<file path="config.mk">
export PLATFORM = sky130hd
export DESIGN_NAME = hmne_fifo
export DESIGN_NICKNAME = d
export VERILOG_FILES = /design/src/rtl/hmne_pkg.sv /design/src/rtl/hmne_fifo.sv
export SDC_FILE = /design/constraint.sdc
export NUM_CORES = 1
export LEC_CHECK = 0
export BUFFER_PORTS_ARGS = -buffer_cell sky130_fd_sc_hd__buf_2
export CELL_PAD_IN_SITES_DETAIL_PLACEMENT = 1
export CELL_PAD_IN_SITES_GLOBAL_PLACEMENT = 2
export CORE_MARGIN = 5
export CORE_UTILIZATION = 35
export DETAILED_ROUTE_END_ITERATION = 16
export GPL_TIMING_DRIVEN = 1
export PLACE_DENSITY_LB_ADDON = 0.1
export SLEW_MARGIN = 20
export SYNTH_ARGS = -nofsm -noshare
export SYNTH_HDL_FRONTEND = slang
export SYNTH_SLANG_ARGS = --single-unit
</file>
<file path="constraint.sdc">
create_clock -name clock -period 13.3 [get_ports clock]
set_input_delay 1.995 -clock clock [delete_from_list [all_inputs] [get_ports clock]]
set_output_delay 1.995 -clock clock [all_outputs]
set_load 0.03 [all_outputs]
</file>
<file path="src/rtl/hmne_pkg.sv">
// shared types, constants and tables of the height map normal engine
`timescale 1ns / 1ps
`default_nettype none

package hmne_pkg;

   localparam int DEF_MAX_WIDTH_LOG2  = 6;
   localparam int DEF_MAX_HEIGHT_LOG2 = 6;

   localparam int HEIGHT_W = 32;
   localparam int DIFF_W   = 33;
   localparam int VEC_W    = 36;
   localparam int UNIT_W   = 18;
   localparam int SUM_W    = 21;
   localparam int NB_COUNT = 8;

   localparam int QUEUE_DEPTH = 2;
   localparam int PTR_W       = $clog2(QUEUE_DEPTH);
   localparam int CNT_W       = $clog2(QUEUE_DEPTH + 1);

   localparam logic       OP_WRITE   = 1'b0;
   localparam logic       OP_COMPUTE = 1'b1;

   localparam logic [1:0] CSR_WIDTH_LOG2  = 2'd0;
   localparam logic [1:0] CSR_HEIGHT_LOG2 = 2'd1;
   localparam logic [1:0] CSR_PIXEL_BYTES = 2'd2;

   typedef logic signed [DIFF_W-1:0]   diff_type;
   typedef logic [NB_COUNT*DIFF_W-1:0] diff_set_type;
   typedef logic signed [VEC_W-1:0]    vec_type;
   typedef logic signed [UNIT_W-1:0]   unit_type;

   localparam unit_type UNIT_ONE = 18'sd65536;

   typedef struct packed {
      logic [2:0] width_log2;
      logic [2:0] height_log2;
      logic [2:0] pixel_bytes;
   } cfg_type;

   // neighbour order N NE E SE S SW W NW
   localparam logic signed [1:0] NB_DROW [0:7] =
      '{-2'sd1, -2'sd1, 2'sd0, 2'sd1, 2'sd1, 2'sd1, 2'sd0, -2'sd1};
   localparam logic signed [1:0] NB_DCOL [0:7] =
      '{2'sd0, 2'sd1, 2'sd1, 2'sd1, 2'sd0, -2'sd1, -2'sd1, -2'sd1};
   localparam logic signed [1:0] NB_VY [0:7] =
      '{2'sd1, 2'sd1, 2'sd0, -2'sd1, -2'sd1, -2'sd1, 2'sd0, 2'sd1};

endpackage

`default_nettype wire

</file>
<file path="src/rtl/hmne_fifo.sv">
// short queue of neighbourhood differences between front and back end
`timescale 1ns / 1ps
`default_nettype none

module hmne_fifo import hmne_pkg::*; (
   input  wire logic         clock,
   input  wire logic         reset,
   input  wire logic         push,
   input  wire diff_set_type push_data,
   output logic              full,
   input  wire logic         pop,
   output logic              not_empty,
   output diff_set_type      pop_data
);

   diff_set_type     entry_ff [QUEUE_DEPTH];
   logic [PTR_W-1:0] wr_ptr_ff, wr_ptr_in;
   logic [PTR_W-1:0] rd_ptr_ff, rd_ptr_in;
   logic [CNT_W-1:0] cnt_ff, cnt_in;

   assign full      = (cnt_ff == CNT_W'(QUEUE_DEPTH));
   assign not_empty = (cnt_ff != '0);
   assign pop_data  = entry_ff[rd_ptr_ff];

   always_comb begin
      wr_ptr_in = push ? wr_ptr_ff + PTR_W'(1) : wr_ptr_ff;
      rd_ptr_in = pop ? rd_ptr_ff + PTR_W'(1) : rd_ptr_ff;
      cnt_in    = cnt_ff + CNT_W'(push) - CNT_W'(pop);
   end

   always_ff @(posedge clock) begin
      if (reset) begin
         wr_ptr_ff <= '0;
         rd_ptr_ff <= '0;
         cnt_ff    <= '0;
      end else begin
         wr_ptr_ff <= wr_ptr_in;
         rd_ptr_ff <= rd_ptr_in;
         cnt_ff    <= cnt_in;
      end
   end

   always_ff @(posedge clock) begin
      if (push) entry_ff[wr_ptr_ff] <= push_data;
   end

   a_no_overfill: assert property (@(posedge clock) disable iff (reset)
      cnt_ff <= CNT_W'(QUEUE_DEPTH))
      else $error("queue fill beyond depth");

   a_no_push_full: assert property (@(posedge clock) disable iff (reset)
      !(push && full))
      else $error("beat pushed into full queue");

   a_no_pop_empty: assert property (@(posedge clock) disable iff (reset)
      !(pop && !not_empty))
      else $error("beat popped from empty queue");

endmodule

`default_nettype wire

</file>
Yosys cells after proc, flatten, opt, wreduce, memory -nomap -nowiden:

Memories as Yosys holds them, arrays and structs flattened. A register that Yosys moved wholly into a read port is not among the register bits.
Index checks and enable logic that the tools add are counted.

* add/sub/neg operators: 4
* equal/unequal tests: 1
* muxes and demuxes: 4
* reductions and logical operators: 1

Operators with widths (number)
* $mux 1: 4
* $add 1x1->1 const B: 2
* $add 2x1->2: 1
* $eq 2x2->1 const B: 1
* $reduce_bool 2->1: 1
* $sub 2x1->2: 1

* bits in registers: 4
* bits in writable memories: 528
* bits of input ports: 268
* output and inout bits: 266
* logic and storage cells: 14
* memories: 1

Memories
* entry_ff: words 2, bits a word 264, rd ports 1, clocked after Yosys merged registers in 1, write ports 1, line hmne_fifo.sv:16 `diff_set_type entry_ff [QUEUE_DEPTH];`

Depth between registers and ports, before layout:

* depth in word-level cells: 3
* depth in mapped cells: 6
* mapped depth without buffers: 6

Worst setup path after synthesis:

OpenSTA, ideal clock, no wires.

* path type: input-to-reg
* from: in push
* to: mem entry_ff[0][0] in the netlist's numbering (enable)
* arrival: 13.352 ns
* data required time: 12.374 ns
* slack: -0.978 ns
* cell stages on the path: 1
* cell sequence: nor2b_1

* word-level cells in the longest chain between the ends: 2

Ends and longest elaborated chain
* from (decl): line hmne_fifo.sv:8 `input wire logic push,`
* $mux 1: line hmne_fifo.sv:44 `if (push) entry_ff[wr_ptr_ff] <= push_data;`
* $mux 1 (implied by the code): line hmne_fifo.sv:44
* to (decl): line hmne_fifo.sv:16

Every way passes these cells.

==> run_results.csv <==
group,metric,value,unit
cells_and_area,fin_nets,1684,
cells_and_area,area.growth.synth_to_final,26.0,%
cells_and_area,multi_input_area,3090,µm²
cts,cts-root-buf,"clkbuf_16",
timing,setup_violations,0,
critical_path,critPathCaptureType,"output pin",
cts,cts_hold_buffers,0,
die,initial_core_util,35.3,%
cts,postCtsSetupRepairBufs,0,
route,dr_total_vias,10100,
yosys,synth-xor-area-share,0.206,%
route,wl_per_cell,22.3,µm
die,dieArea,60300,µm²
yosys,synthDistinctLibCells,13,
critical_path,startpoint_type,"register",
die,io_pins,534,
timing,final.setup.tns,0,ps
timing,skew,9.95,ps
cts,path_clk_slew,60,ps
cts,cts_resized,0,
critical_path,crit_required,11310,ps
yosys,synth_warnings,0,
die,fp-row-count,86,
min_path,hp-class,"register to register",
yosys,yosys.area_share.adder,0.129,%
cells_and_area,ff_latch_area,16000,µm²
yosys,syn_inst,842,
yosys,ys_seq_elements,533,
yosys,netlist_top_cells_area,"edfxtp_1 (82%), mux2_2 (15%), clkbuf_8 (1.6%)",
place,gp_congestion,0.751,
die,core_area,55100,µm²
global_routing,grt_pass1_wl,70000,µm
cts,cts_sinks,533,
route,firstDrtPassIters,7,
run,cap_viol_max_count,0,
global_routing,antenna_found_initial,30,
place,post-dp-hpwl,34200,µm
yosys,yosysTopAreaCell,"edfxtp_1",
die,die_w,246,µm
critical_path,ff2ff_setup_slack,9960,ps
yosys,yosys.area_share.simple,0.238,%
cts,htreeDepth,2,
yosys,synth_compound_area_share,0,%
die,fp.dieH,246,µm
place,dpl_worst_slack,8100,ps
timing,period_minus_slack,4960,ps
route,postRouteAntennaNets,0,
yosys,syn_area_per_cell,23.1,µm²
power_and_ir_drop,power.leakage,9.04,nW
place,place_inst,2103,
timing,final_hold_viol_count,0,
route,viasPerCell,4.52,
timing,clock.fmax,201,MHz
critical_path,critPathKind,"register to output pin",
critical_path,worstPathArrival,2970,ps
yosys,synth-seq-area-share,82.1,%
cells_and_area,layout.cells.non_filler,2226,
timing,worst_slew_pin_slew,1060,ps
global_routing,grt_max_degree,161,
global_routing,grt.total_usage,15.7,%
cells_and_area,n_fill_cell,5460,
route,drt_iter0_markers,503,
global_routing,grt_pass1_vias,10700,
critical_path,cp_max_fo,160,
cts,clockBufferDepth,3,
cts,numCtsBuffers,57,
yosys,synth_top_family_by_area,"multiplexers",
yosys,syn_nets,1112,
cells_and_area,drive_gt1_share,60.6,%
global_routing,grt-ovfl-total,0,
yosys,muxShareOfSynthArea,15.3,%
cts,cts_tree,"yes",
power_and_ir_drop,p_per_area,162,nW/µm²
timing,slew_viol_final,0,
timing,timing.final.crit_share,37.3,%
route,routed_wl,49600,µm
timing,rsz0062_at_grt,"no",
timing,max_slew_margin,29.3,%
status,outcome,"complete, no violations",
power_and_ir_drop,irDropWorstVdd,0.0990,mV
place,portBuffers,533,
cts,clk_latency,590,ps
yosys,syn_area,19400,µm²
timing,fin_ws,8340,ps
route,route.detailed.drc,0,
yosys,yosys.area.top_type_share,81.6,%
==> worst max-delay path, stage by stage, from the launching register on <==
cell and delay [ps]:
dfxtp_4 830, buf_12 730, mux2_2 430, buf_2 180
==> metrics by stage <==
step / area (µm²) / power [mW] / utilization [%] / hold WS, ps
after floorplan: 19400 / 2.42 / - / 480
after global placement: 22700 / 2.59 / 41.3 / 495
after detailed placement: 22700 / 2.60 / 41.3 / 503
after CTS: 24400 / 4.05 / 44.4 / 522
after global routing: 24400 / 4.15 / 44.4 / 573
final: 24500 / 3.98 / 44.4 / 514
==> sequential cells by signal (all words and copies together) (netlist names), named ones only <==
| name | cells |
|---|---|
| cnt_ff | 2 |
| wr_ptr_ff | 1 |
| entry_ff | 528 |
| rd_ptr_ff | 1 |
==> placed cells by master (no fill, tap or decap) <==
cell        Yosys  layout
diode_2         0      15
or2_2           1       1
buf_4           0       8
inv_6           0       1
buf_2           0     533
xnor3_1         1       1
clkinv_4        0       1
and2_4          0       1
clkbuf_16       0      59
mux2_2        264     264
buf_12          0       1
nor2b_1         3       2
clkbuf_1        0      14
nor2b_4         0       1
dfxtp_4         0       1
clkinv_2        0      15
inv_1           2       2
dfxtp_1         5       4
ha_1            2       2
clkinvlp_4      0       1
nor2_1          4       4
clkinv_1        0      17
xnor2_1         2       2
edfxtp_1      528     528
==> cell type report <==
class	count	area share, %
Tap cell	748	3.82
Clock inverter	35	0.670
Inverter	2	0.0307
Sequential cell	533	65.2
Antenna cell	15	0.153
Multi-Input combinational cell	278	12.6
Clock buffer	73	6.25
Timing Repair Buffer	542	11.2
==> power breakdown <==
| group | internal (mW) | switching, mW |
|---|---|---|
| clock network | 0.808 | 0.622 |
| registers | 1.96 | 0.0258 |
| logic | 0.184 | 0.372 |
| total | 2.96 | 1.02 |
==> Yosys cell counts (all sizes together) <==
cell      n
edfxtp  528
clkbuf   23
xnor2     2
buf       6
nor2      4
dfxtp     5
inv       2
and2      1
or2       1
xnor3     1
mux2    264
nor2b     3
ha        2
==> cells by family (layout without fill, tap and decap cells) <==
group / after synthesis / count (layout)
simple gates: 9 / 9
flops: 533 / 533
mux: 264 / 264
buf+inv: 31 / 652
xor+xnor: 3 / 3
other cells: 0 / 15
fa+ha+maj: 2 / 2
==> path summary, 6_finish.rpt <==
| check | from | to | cells past startpoint |
|---|---|---|---|
| worst min register to register | rd_ptr_ff | rd_ptr_ff | 2 |
| worst max register to register | wr_ptr_ff | entry_ff[1][87] | 3 |
| worst min-delay path | rd_ptr_ff | rd_ptr_ff | 2 |
| worst max-delay path | register | pop_data[116] | 3 |
==> per-layer routing <==
layer	vias up	GRT usage (%)	wire length [µm]
li1	4538	-	-
met1	5049	17.5	18200
met2	336	27.6	25600
met3	103	6.40	4310
met4	28	4.89	1310
met5	-	0	175
No activity file was read; power rests on OpenSTA's default activity.
