**src/rtl/hmne_pkg.sv**
```systemverilog
// shared types, constants and tables of the height map normal engine
`timescale 1ns / 1ps
`default_nettype none

package hmne_pkg;

   localparam int DEF_MAX_WIDTH_LOG2  = 6;
   localparam int DEF_MAX_HEIGHT_LOG2 = 6;

   localparam int HEIGHT_W = 32;
   localparam int DIFF_W   = 33;
   localparam int VEC_W    = 36;
   localparam int UNIT_W   = 18;
   localparam int SUM_W    = 21;
   localparam int NB_COUNT = 8;

   localparam int QUEUE_DEPTH = 2;
   localparam int PTR_W       = $clog2(QUEUE_DEPTH);
   localparam int CNT_W       = $clog2(QUEUE_DEPTH + 1);

   localparam logic       OP_WRITE   = 1'b0;
   localparam logic       OP_COMPUTE = 1'b1;

   localparam logic [1:0] CSR_WIDTH_LOG2  = 2'd0;
   localparam logic [1:0] CSR_HEIGHT_LOG2 = 2'd1;
   localparam logic [1:0] CSR_PIXEL_BYTES = 2'd2;

   typedef logic signed [DIFF_W-1:0]   diff_type;
   typedef logic [NB_COUNT*DIFF_W-1:0] diff_set_type;
   typedef logic signed [VEC_W-1:0]    vec_type;
   typedef logic signed [UNIT_W-1:0]   unit_type;

   localparam unit_type UNIT_ONE = 18'sd65536;

   typedef struct packed {
      logic [2:0] width_log2;
      logic [2:0] height_log2;
      logic [2:0] pixel_bytes;
   } cfg_type;

   // neighbour order N NE E SE S SW W NW
   localparam logic signed [1:0] NB_DROW [0:7] =
      '{-2'sd1, -2'sd1, 2'sd0, 2'sd1, 2'sd1, 2'sd1, 2'sd0, -2'sd1};
   localparam logic signed [1:0] NB_DCOL [0:7] =
      '{2'sd0, 2'sd1, 2'sd1, 2'sd1, 2'sd0, -2'sd1, -2'sd1, -2'sd1};
   localparam logic signed [1:0] NB_VY [0:7] =
      '{2'sd1, 2'sd1, 2'sd0, -2'sd1, -2'sd1, -2'sd1, 2'sd0, 2'sd1};

endpackage

`default_nettype wire

```
**src/rtl/hmne_norm.sv**
```systemverilog
// shared vector normaliser: shift scaling, bit-serial square root and divider
`timescale 1ns / 1ps
`default_nettype none

module hmne_norm import hmne_pkg::*; (
   input  wire logic    clock,
   input  wire logic    reset,
   input  wire logic    start,
   input  wire vec_type vec_x,
   input  wire vec_type vec_y,
   input  wire vec_type vec_z,
   output logic         done,
   output unit_type     unit_x,
   output unit_type     unit_y,
   output unit_type     unit_z
);

   localparam logic [2:0] N_IDLE = 3'd0;
   localparam logic [2:0] N_RSH  = 3'd1;
   localparam logic [2:0] N_LSH  = 3'd2;
   localparam logic [2:0] N_SQ   = 3'd3;
   localparam logic [2:0] N_SQRT = 3'd4;
   localparam logic [2:0] N_DVLD = 3'd5;
   localparam logic [2:0] N_DIV  = 3'd6;
   localparam logic [2:0] N_DONE = 3'd7;

   localparam logic [VEC_W-1:0] MAG_HI = VEC_W'(64'd1 << 30);
   localparam logic [VEC_W-1:0] MAG_LO = VEC_W'(64'd1 << 29);

   logic [2:0]       st_ff, st_in;
   logic [VEC_W-1:0] m_ff [3];
   logic [VEC_W-1:0] mx_ff;
   logic             neg_ff [3];
   logic [1:0]       idx_ff;
   logic [61:0]      acc_ff, root_ff, bit_ff;
   logic [31:0]      rem_ff;
   logic [16:0]      dq_ff, q_ff;
   logic [4:0]       cnt_ff;
   unit_type         u_ff [3];

   vec_type          vin [3];
   logic [VEC_W-1:0] mag [3];
   logic [VEC_W-1:0] mx;
   logic [59:0]      sq;
   logic [61:0]      trial;
   logic [32:0]      rsh, lenv;
   logic [16:0]      q_fin;
   logic             start_ok;

   assign vin[0] = vec_x;
   assign vin[1] = vec_y;
   assign vin[2] = vec_z;

   always_comb begin
      for (int i = 0; i < 3; i++) begin
         mag[i] = vin[i][VEC_W-1] ? VEC_W'(-vin[i]) : VEC_W'(vin[i]);
      end
      mx = mag[0];
      if (mag[1] > mx) mx = mag[1];
      if (mag[2] > mx) mx = mag[2];
   end

   assign start_ok = start && ((st_ff == N_IDLE) || (st_ff == N_DONE));
   assign sq       = m_ff[idx_ff][29:0] * m_ff[idx_ff][29:0];
   assign trial    = root_ff + bit_ff;
   assign rsh      = {rem_ff, dq_ff[16]};
   assign lenv     = {1'b0, root_ff[31:0]};
   assign q_fin    = {q_ff[15:0], (rsh >= lenv)};

   always_comb begin
      st_in = st_ff;
      case (st_ff)
         N_IDLE, N_DONE: begin
            if (start_ok) st_in = (mx == '0) ? N_DONE : N_RSH;
            else st_in = N_IDLE;
         end
         N_RSH: if (mx_ff < MAG_HI) st_in = N_LSH;
         N_LSH: if (mx_ff >= MAG_LO) st_in = N_SQ;
         N_SQ: if (idx_ff == 2'd2) st_in = N_SQRT;
         N_SQRT: if (bit_ff[0]) st_in = N_DVLD;
         N_DVLD: st_in = N_DIV;
         N_DIV: begin
            if (cnt_ff == 5'd16) st_in = (idx_ff == 2'd2) ? N_DONE : N_DVLD;
         end
         default: st_in = N_IDLE;
      endcase
   end

   always_ff @(posedge clock) begin
      if (reset) st_ff <= N_IDLE;
      else st_ff <= st_in;
   end

   always_ff @(posedge clock) begin
      case (st_ff)
         N_IDLE, N_DONE: begin
            if (start_ok) begin
               for (int i = 0; i < 3; i++) begin
                  m_ff[i]   <= mag[i];
                  neg_ff[i] <= vin[i][VEC_W-1];
               end
               mx_ff <= mx;
               if (mx == '0) begin
                  u_ff[0] <= '0;
                  u_ff[1] <= '0;
                  u_ff[2] <= UNIT_ONE;
               end
            end
         end
         N_RSH: begin
            if (mx_ff >= MAG_HI) begin
               mx_ff <= mx_ff >> 1;
               for (int i = 0; i < 3; i++) m_ff[i] <= m_ff[i] >> 1;
            end else begin
               idx_ff <= 2'd0;
               acc_ff <= '0;
            end
         end
         N_LSH: begin
            if (mx_ff < MAG_LO) begin
               mx_ff <= mx_ff << 1;
               for (int i = 0; i < 3; i++) m_ff[i] <= m_ff[i] << 1;
            end
            idx_ff <= 2'd0;
            acc_ff <= '0;
         end
         N_SQ: begin
            acc_ff <= acc_ff + 62'(sq);
            idx_ff <= idx_ff + 2'd1;
            root_ff <= '0;
            bit_ff  <= 62'(1) << 60;
         end
         N_SQRT: begin
            if (acc_ff >= trial) begin
               acc_ff  <= acc_ff - trial;
               root_ff <= (root_ff >> 1) + bit_ff;
            end else begin
               root_ff <= root_ff >> 1;
            end
            bit_ff <= bit_ff >> 2;
            idx_ff <= 2'd0;
         end
         N_DVLD: begin
            rem_ff <= 32'(m_ff[idx_ff][29:1]);
            dq_ff  <= {m_ff[idx_ff][0], 16'd0};
            q_ff   <= '0;
            cnt_ff <= '0;
         end
         N_DIV: begin
            if (rsh >= lenv) rem_ff <= 32'(rsh - lenv);
            else rem_ff <= rsh[31:0];
            q_ff   <= q_fin;
            dq_ff  <= dq_ff << 1;
            cnt_ff <= cnt_ff + 5'd1;
            if (cnt_ff == 5'd16) begin
               u_ff[idx_ff] <= neg_ff[idx_ff] ? -unit_type'({1'b0, q_fin})
                                              : unit_type'({1'b0, q_fin});
               idx_ff <= idx_ff + 2'd1;
            end
         end
         default: ;
      endcase
   end

   assign done   = (st_ff == N_DONE);
   assign unit_x = u_ff[0];
   assign unit_y = u_ff[1];
   assign unit_z = u_ff[2];

endmodule

`default_nettype wire

```
**src/rtl/hmne_back.sv**
```systemverilog
// back end: cross products, accumulation, final normal and result register
`timescale 1ns / 1ps
`default_nettype none

module hmne_back import hmne_pkg::*; (
   input  wire logic         clock,
   input  wire logic         reset,
   input  wire logic         q_valid,
   input  wire diff_set_type q_data,
   output logic              pop,
   output logic              rsp_valid,
   input  wire logic         rsp_ready,
   output logic [7:0]        rsp_normal_x,
   output logic [7:0]        rsp_normal_y,
   output logic [7:0]        rsp_normal_z
);

   localparam logic [2:0] B_IDLE  = 3'd0;
   localparam logic [2:0] B_CROSS = 3'd1;
   localparam logic [2:0] B_WAIT  = 3'd2;
   localparam logic [2:0] B_FINAL = 3'd3;
   localparam logic [2:0] B_OUT   = 3'd4;

   function automatic logic signed [DIFF_W:0] sel_mul(logic signed [1:0] s,
                                                      diff_type z);
      logic signed [DIFF_W:0] r;
      r = '0;
      if (s == 2'sd1) r = (DIFF_W+1)'(z);
      else if (s == -2'sd1) r = -(DIFF_W+1)'(z);
      return r;
   endfunction

   function automatic logic [7:0] to_byte(unit_type u);
      logic [16:0] mag;
      logic [24:0] prod;
      logic [7:0]  t;
      mag  = u[UNIT_W-1] ? 17'(-u) : 17'(u);
      prod = 25'(mag) * 25'(8'd255);
      t    = prod[23:16];
      return u[UNIT_W-1] ? 8'(8'd0 - t) : t;
   endfunction

   logic [2:0]               st_ff, st_in;
   logic [2:0]               k_ff, k_in;
   diff_set_type             vz_ff;
   logic signed [SUM_W-1:0]  sum_ff [3];
   unit_type                 nrm_ff [3];
   logic                     rsp_valid_ff, rsp_valid_in;
   logic [7:0]               rsp_x_ff, rsp_y_ff, rsp_z_ff;

   logic [2:0]               ka, kb;
   diff_type                 za, zb;
   logic signed [1:0]        vxa, vxb, vya, vyb;
   vec_type                  cr [3];
   logic signed [SUM_W-1:0]  sum_nx [3];
   unit_type                 un [3];
   logic                     n_start, n_done;
   vec_type                  n_in [3];
   logic                     out_free;

   assign ka  = k_ff;
   assign kb  = k_ff - 3'd1;
   assign za  = $signed(vz_ff[ka*DIFF_W +: DIFF_W]);
   assign zb  = $signed(vz_ff[kb*DIFF_W +: DIFF_W]);
   assign vxa = NB_DCOL[ka];
   assign vxb = NB_DCOL[kb];
   assign vya = NB_VY[ka];
   assign vyb = NB_VY[kb];

   // pair k with k-1
   always_comb begin
      cr[0] = VEC_W'(sel_mul(vya, zb)) - VEC_W'(sel_mul(vyb, za));
      cr[1] = VEC_W'(sel_mul(vxb, za)) - VEC_W'(sel_mul(vxa, zb));
      cr[2] = VEC_W'(vxa * vyb) - VEC_W'(vya * vxb);
      for (int i = 0; i < 3; i++) sum_nx[i] = sum_ff[i] + SUM_W'(un[i]);
   end

   always_comb begin
      for (int i = 0; i < 3; i++) begin
         n_in[i] = (st_ff == B_CROSS) ? cr[i] : VEC_W'(sum_nx[i]);
      end
   end

   assign n_start  = (st_ff == B_CROSS) ||
                     ((st_ff == B_WAIT) && n_done && (k_ff == 3'd7));
   assign pop      = (st_ff == B_IDLE) && q_valid;
   assign out_free = !rsp_valid_ff || rsp_ready;

   hmne_norm u_norm (
      .clock  (clock),
      .reset  (reset),
      .start  (n_start),
      .vec_x  (n_in[0]),
      .vec_y  (n_in[1]),
      .vec_z  (n_in[2]),
      .done   (n_done),
      .unit_x (un[0]),
      .unit_y (un[1]),
      .unit_z (un[2])
   );

   always_comb begin
      st_in        = st_ff;
      k_in         = k_ff;
      rsp_valid_in = rsp_valid_ff && !rsp_ready;
      case (st_ff)
         B_IDLE: begin
            if (q_valid) begin
               st_in = B_CROSS;
               k_in  = 3'd0;
            end
         end
         B_CROSS: st_in = B_WAIT;
         B_WAIT: begin
            if (n_done) begin
               if (k_ff == 3'd7) st_in = B_FINAL;
               else begin
                  st_in = B_CROSS;
                  k_in  = k_ff + 3'd1;
               end
            end
         end
         B_FINAL: if (n_done) st_in = B_OUT;
         B_OUT: begin
            if (out_free) begin
               st_in        = B_IDLE;
               rsp_valid_in = 1'b1;
            end
         end
         default: st_in = B_IDLE;
      endcase
   end

   always_ff @(posedge clock) begin
      if (reset) begin
         st_ff        <= B_IDLE;
         k_ff         <= 3'd0;
         rsp_valid_ff <= 1'b0;
      end else begin
         st_ff        <= st_in;
         k_ff         <= k_in;
         rsp_valid_ff <= rsp_valid_in;
      end
   end

   always_ff @(posedge clock) begin
      if (pop) begin
         vz_ff <= q_data;
         for (int i = 0; i < 3; i++) sum_ff[i] <= '0;
      end
      if ((st_ff == B_WAIT) && n_done) begin
         for (int i = 0; i < 3; i++) sum_ff[i] <= sum_nx[i];
      end
      if ((st_ff == B_FINAL) && n_done) begin
         for (int i = 0; i < 3; i++) nrm_ff[i] <= un[i];
      end
      if ((st_ff == B_OUT) && out_free) begin
         rsp_x_ff <= to_byte(nrm_ff[0]);
         rsp_y_ff <= to_byte(nrm_ff[1]);
         rsp_z_ff <= to_byte(nrm_ff[2]);
      end
   end

   assign rsp_valid    = rsp_valid_ff;
   assign rsp_normal_x = rsp_x_ff;
   assign rsp_normal_y = rsp_y_ff;
   assign rsp_normal_z = rsp_z_ff;

endmodule

`default_nettype wire
```
**config.mk**
```make
export PLATFORM = sky130hd
export DESIGN_NAME = hmne_back
export DESIGN_NICKNAME = d
export VERILOG_FILES = /design/src/rtl/hmne_pkg.sv /design/src/rtl/hmne_norm.sv /design/src/rtl/hmne_back.sv
export SDC_FILE = /design/constraint.sdc
export NUM_CORES = 2
export LEC_CHECK = 0
export ABC_CLOCK_PERIOD_IN_PS = 62300
export BUFFER_PORTS_ARGS = -buffer_cell sky130_fd_sc_hd__buf_2
export CAP_MARGIN = 20
export CORE_MARGIN = 1.5
export CORE_UTILIZATION = 55
export CTS_CLUSTER_SIZE = 25
export DETAILED_ROUTE_END_ITERATION = 12
export HOLD_SLACK_MARGIN = 0.15
export MAX_ROUTING_LAYER = met4
export PLACE_DENSITY = 0.8
export SLEW_MARGIN = 5
export SYNTH_ARGS = -nofsm -noshare
export SYNTH_HDL_FRONTEND = slang
export SYNTH_HIERARCHICAL = 1
export SYNTH_SLANG_ARGS = --single-unit
```
**constraint.sdc**
```tcl
create_clock -name clock -period 62.3 [get_ports clock]
set_clock_uncertainty 0.2 [all_clocks]
set_input_delay 12.46 -clock clock [delete_from_list [all_inputs] [get_ports clock]]
set_output_delay 12.46 -clock clock [all_outputs]
set_load 0.02 [all_outputs]
```
---- Word-level counts from Yosys, hierarchy flattened ----
Memory sizes are Yosys's and may differ from the RTL's. A register that Yosys moved wholly into a read port is not among the register bits.
Cells that the tools add are included.
word-level totals
  ROM bits ................................ 64
  bits of input ports ..................... 268
  register bits after elaboration ......... 592
  output and inout bits ................... 26
  word-level logic and storage cells ...... 257
  memories kept ........................... 9
  memory bits (writable) .................. 282
memories
  name              depth  bits a word  rd ports  clocked after memory_dff  wr ports  RTL line         source
  u_norm.m_ff       3      36           4         1                         3         hmne_norm.sv:31  logic [VEC_W-1:0] m_ff [3];
  sum_ff            3      21           3         0                         3         hmne_back.sv:46  logic signed [SUM_W-1:0] sum_ff [3];
  nrm_ff            3      18           3         0                         3         hmne_back.sv:47  unit_type nrm_ff [3];
  u_norm.u_ff       3      18           3         0                         3         hmne_norm.sv:39  unit_type u_ff [3];
  (name not given)  8      2            1         0                         0         hmne_back.sv:68  assign vyb = NB_VY[kb];
  (name not given)  8      2            1         0                         0         hmne_back.sv:67  assign vya = NB_VY[ka];
  3 more memories   --     --           --        --                        --        --
cells by class
  reduce and logical (&&, ||, !) cells .... 30
  shifts and indexed selects .............. 2
  add/sub/neg operators ................... 27
  mux-type cells .......................... 106
  bitwise operators ....................... 11
  equal/unequal tests ..................... 37
  order comparisons ....................... 10
  $mul .................................... 8
operators with widths
  kind                   count
  $mux 36                17
  $shiftx 264x10->33     2
  $mux 34                8
  $pmux 62 s2            2
  $pmux 62 s4            1
  $mux 62                3
  $neg 36->36            3
  $pmux 36 s3            1
  $gt 36x36->1           2
  $mul 17x8->24 const B  3
  $sub 34x34->35         2
  $neg 33->34            2
  $pmux 32 s2            1
  $add 21x18->21         3
  $mux 21                3
  $add 61x62->62         1
  $add 62x60->62         1
  $add 62x62->62         1
  $ge 62x62->1           1
  $sub 62x62->62         1
  $mul 30x30->60         1
  $mux 17                3
  $neg 17->17            3
  $mux 3                 14
  51 further kinds       152

---- Depth between registers and ports, before layout ----
  depth in word-level cells ............... 22
  mapped depth ............................ 75
  depth with buffers taken out ............ 55

---- Cells and area by module ----
Netlist, hierarchy kept.
modules (own cells, without submodules)
  module     sequential area each (um^2)  times used  area an instance (um^2)  cells each
  hmne_norm  12,472.0                     1           58,881.5                 6,527
  hmne_back  12,301.8                     1           37,722.4                 3,602

---- Worst setup path after synthesis ----
No wires, ideal clock.
  kind .................................... in2out
  start point ............................. input port q_valid
  end point ............................... output port pop
  arrival time ............................ 39,478 ps
  cell stages on the path ................. 1
  buffers on the path ..................... 0
  data required time ...................... 49,640 ps
  setup slack ............................. 10,162 ps
  cells stage by stage .................... nor4b_1
between the ends
  word-level cells in the longest chain between the ends .. 1
ends and longest elaborated chain
  what                RTL line         source
  start: declaration  hmne_back.sv:8   input wire logic q_valid,
  $logic_and 1x1->1   hmne_back.sv:86  assign pop = (st_ff == B_IDLE) && q_valid;
  end: declaration    hmne_back.sv:10  output logic pop,
No other way between the ends.

---- Final worst setup path ----
Ends and elaborated chain as after synthesis.

==> out/qor.log <==
[status] outcome complete, no violations
[worst_setup_path] minimum setup slack among reg-to-reg paths 44660 ps
[min_path] Hold Path Origin u_norm/u_ff[2][6]
[floorplan] floorplan die height 422 um
[drt] drt initial violations 7464
[synth] async set-reset flop share out of synthesis 0%
[timing] maximum clock rate 0.0380 GHz
[synth] Synth area leader sky130_fd_sc_hd__edfxtp_1
[clock_network] number of buffers created by CTS 90
[layout] proportion of layout cells with a drive suffix above 1 8.08%
[worst_setup_path] Crit path top cell by count sky130_fd_sc_hd__buf_2
[synth] most common cell in the netlist sky130_fd_sc_hd__inv_1
[worst_setup_path] Worst R2R Start k_ff[0]
[layout] Nets 12200
[worst_setup_path] worst path required time 49640 ps
[worst_setup_path] CP arrival 13680 ps
[clock_network] number of clock sinks 829
[worst_setup_path] reg2reg end u_norm/u_ff[1][12]
[clock_network] post-cts hold buffer count 0
[drt] Routed Wire Length 280000 um
[drt] Post-route DRC 0
[timing] final setup TNS 0 ps
[worst_setup_path] startpoint class of the critical path input port
[floorplan] initial cell density of the core 55.5%
[clock_network] CTS clock-pin slew for the worst setup and hold paths 60 ps
[place] HPWL after detailed placement 223000 um
[timing] final hold violation count 0
[place] RePlAce Congestion 0.975
[worst_setup_path] category of the most critical setup path input port to output pin
[timing] final worst-path cycle share 42.3%
[floorplan] FP Rows 153
[global_route] vias in the first global route 78300
[synth] fraction of post-synthesis cell area in the top cell type by area 25.4%
[global_route] maximum number of pins on one net before global-route repair 100
[flow_run] maxcap violations 0
[drt] post-DR vias/cell 6.09
[place] PortBufs 293
[worst_setup_path] delay of the slowest cell on the worst path 610 ps
[synth] Synth top cells by count 1494 x sky130_fd_sc_hd__inv_1, 944 x sky130_fd_sc_hd__fa_1, 883 x sky130_fd_sc_hd__nand2_1, 840 x sky130_fd_sc_hd__nor2_1, 817 x sky130_fd_sc_hd__edfxtp_1
[min_path] worst hold path type flip-flop to flip-flop
[floorplan] number of top-level pins 294
[timing] Hold Slack 317 ps
[min_path] Worst Hold Path Cells 0
[clock_network] postcts setup bufs 0
[worst_setup_path] cell chain of the critical path buf_2, nor4b_2, buf_4, buf_2
[synth] Netlist cell types 118
[timing] worst slew pin tran 1310 ps
[clock_network] buffer type at the clock tree root sky130_fd_sc_hd__clkbuf_16
[synth] Top FF cell, synth sky130_fd_sc_hd__edfxtp_1
[min_path] hold path endpoint nrm_ff[0][42]
[clock_network] Clock Tree Buf Depth 3
[synth] number of instances in the synthesized netlist 10100
[layout] Final Util 59.4%
[floorplan] chip width 422 um
[worst_setup_path] worst reg-to-reg path cell count 50
[layout] fin area 103000 um2
[floorplan] Core Region 174000 um2
[floorplan] Die Area 178000 um2
[drt] drt first pass iters 8
[synth] Synth Area per Inst 9.54 um2
[layout] Filler cells 14400
[worst_setup_path] family of cells with the greatest summed delay on the critical path buffers and inverters
[synth] number of warning messages in the yosys log 6
[clock_network] post-CTS resize count 0
[worst_setup_path] critical-path maximum fanout 55
[global_route] first-pass GRT wire length 438000 um
[synth] Seq/Total Area, Yosys 25.6%
[clock_network] TritonCTS clock tree done
[drt] total vias in the final route 77100
[synth] cells taking the most area after synthesis sky130_fd_sc_hd__edfxtp_1 25%, sky130_fd_sc_hd__fa_1 20%, sky130_fd_sc_hd__ha_1 10%
[timing] fin. max-slew vios 0
[timing] final setup vio count 0
[timing] time the final worst path needs with I/O delays and setup 26340 ps
[global_route] grt ovf 0
[worst_setup_path] CP bufs+invs 3
[drt] DR WL/cell 22.1 um
[clock_network] Clock Latency Late Sink 750 ps
[synth] number of synthesized flops with an enable pin 817
[clock_network] Clock H-tree levels 3
[layout] post-synthesis to final-layout area growth 7.07%
[global_route] Global Route Usage Sum 32.3%
[timing] RSZ-0062 raised after global routing false
[drt] Final ANT Viol Nets 0
[place] total placed instance area 100000 um2
[synth] flops & latches, synth 829
[synth] netlist area before placement 96600 um2
[worst_setup_path] cell with the largest stage delay on the worst path sky130_fd_sc_hd__buf_4
[synth] total nets after synthesis 12100
[timing] worst slew margin relative to its limit 12.6%
[worst_setup_path] type of element capturing the critical path output pin
[global_route] antenna violations before repair 12
==> sequential cells by signal (all words and copies together) (netlist names), 5 cells and up, named ones only <==
register	flops
u_norm/cnt_ff	5
u_norm/u_ff	54
u_norm/mx_ff	36
u_norm/q_ff	16
u_norm/bit_ff	31
sum_ff	63
u_norm/root_ff	62
rsp_normal_z	8
rsp_normal_y	8
u_norm/acc_ff	62
rsp_normal_x	8
u_norm/m_ff	108
nrm_ff	54
vz_ff	264
u_norm/rem_ff	32
==> layout make-up <==
type | instances | area, um2 | area share, %
Inverter | 1512 | 5680 | 5.49
Sequential cell | 829 | 24800 | 24.0
Timing Repair Buffer | 413 | 2380 | 2.30
Antenna cell | 13 | 32.5 | 0.0315
Clock buffer | 117 | 2410 | 2.33
Clock inverter | 52 | 606 | 0.585
Tap cell | 2325 | 2910 | 2.81
Multi-Input combinational cell | 7396 | 64600 | 62.5
==> how the worst max path moves through the flow <==
stage            start  endpoint  slack [ps]  cells past startpoint
2_1_floorplan  q_valid       pop       10160                      1
3_3_place_gp   q_valid       pop       35950                      4
3_5_place_dp   q_valid       pop       35940                      4
4_1_cts        q_valid       pop       35930                      4
5_1_grt        q_valid       pop       35840                      4
6_report       q_valid       pop       35960                      4
==> stage by stage <==
stage               instances  setup slack (ps)
floorplan               10100             10160
global placement        12500             35950
detailed placement      12500             35940
CTS                     12600             35930
global route            12700             35840
finish                  12700             35960
==> metal layers <==
layer	vias to the layer above	global-route usage [%]	part of all wire [%]
li1	34900	-	-
met1	37700	39.2	38
met2	3737	50.9	46
met3	845	5.30	8.4
met4	0	19.4	7.5
met5	-	-	0
==> cells by family after synthesis <==
group / share of synthesized area (%)
simple gates: 12.2
compound gates: 13.5
buf+inv: 7.66
fa+ha+maj: 29.7
flops: 25.6
xor+xnor: 6.14
mux: 5.10
==> placed cells by master (no fill, tap or decap), types with 26 or more instances in the layout <==
| cell type | synthesis | routed |
|---|---|---|
| sky130_fd_sc_hd__mux2i_1 | 142 | 140 |
| sky130_fd_sc_hd__inv_1 | 1494 | 1490 |
| sky130_fd_sc_hd__fa_1 | 944 | 944 |
| sky130_fd_sc_hd__a21o_1 | 216 | 216 |
| sky130_fd_sc_hd__nand3_1 | 132 | 131 |
| sky130_fd_sc_hd__o21ai_1 | 38 | 38 |
| sky130_fd_sc_hd__or2_2 | 28 | 28 |
| sky130_fd_sc_hd__edfxtp_1 | 817 | 817 |
| sky130_fd_sc_hd__nand2_1 | 883 | 878 |
| sky130_fd_sc_hd__buf_4 | 4 | 115 |
| sky130_fd_sc_hd__nand2b_1 | 77 | 77 |
| sky130_fd_sc_hd__and3_1 | 103 | 103 |
| sky130_fd_sc_hd__o21ai_0 | 541 | 532 |
| sky130_fd_sc_hd__ha_1 | 779 | 777 |
| sky130_fd_sc_hd__a211oi_1 | 61 | 61 |
| sky130_fd_sc_hd__o31ai_1 | 69 | 68 |
| sky130_fd_sc_hd__xor2_1 | 302 | 302 |
| sky130_fd_sc_hd__a21oi_1 | 587 | 586 |
| sky130_fd_sc_hd__a31oi_1 | 82 | 82 |
| sky130_fd_sc_hd__clkinv_1 | 14 | 30 |
| sky130_fd_sc_hd__o21bai_1 | 55 | 55 |
| sky130_fd_sc_hd__mux4_2 | 113 | 113 |
| sky130_fd_sc_hd__o211ai_1 | 26 | 26 |
| sky130_fd_sc_hd__a22oi_1 | 55 | 55 |
| sky130_fd_sc_hd__nor3_1 | 121 | 120 |
| sky130_fd_sc_hd__nor4_1 | 26 | 26 |
| sky130_fd_sc_hd__nor2b_1 | 75 | 74 |
| sky130_fd_sc_hd__or3_1 | 64 | 62 |
| sky130_fd_sc_hd__o22ai_1 | 69 | 69 |
| sky130_fd_sc_hd__o21a_1 | 73 | 73 |
| sky130_fd_sc_hd__buf_2 | 24 | 293 |
| sky130_fd_sc_hd__nor2_1 | 840 | 836 |
| sky130_fd_sc_hd__clkbuf_16 | 0 | 91 |
| sky130_fd_sc_hd__nand4_1 | 79 | 79 |
| sky130_fd_sc_hd__xnor2_1 | 372 | 372 |
Power is not shown: default switching activity piles up to over one toggle a cycle in this logic, so the estimate is an artifact.
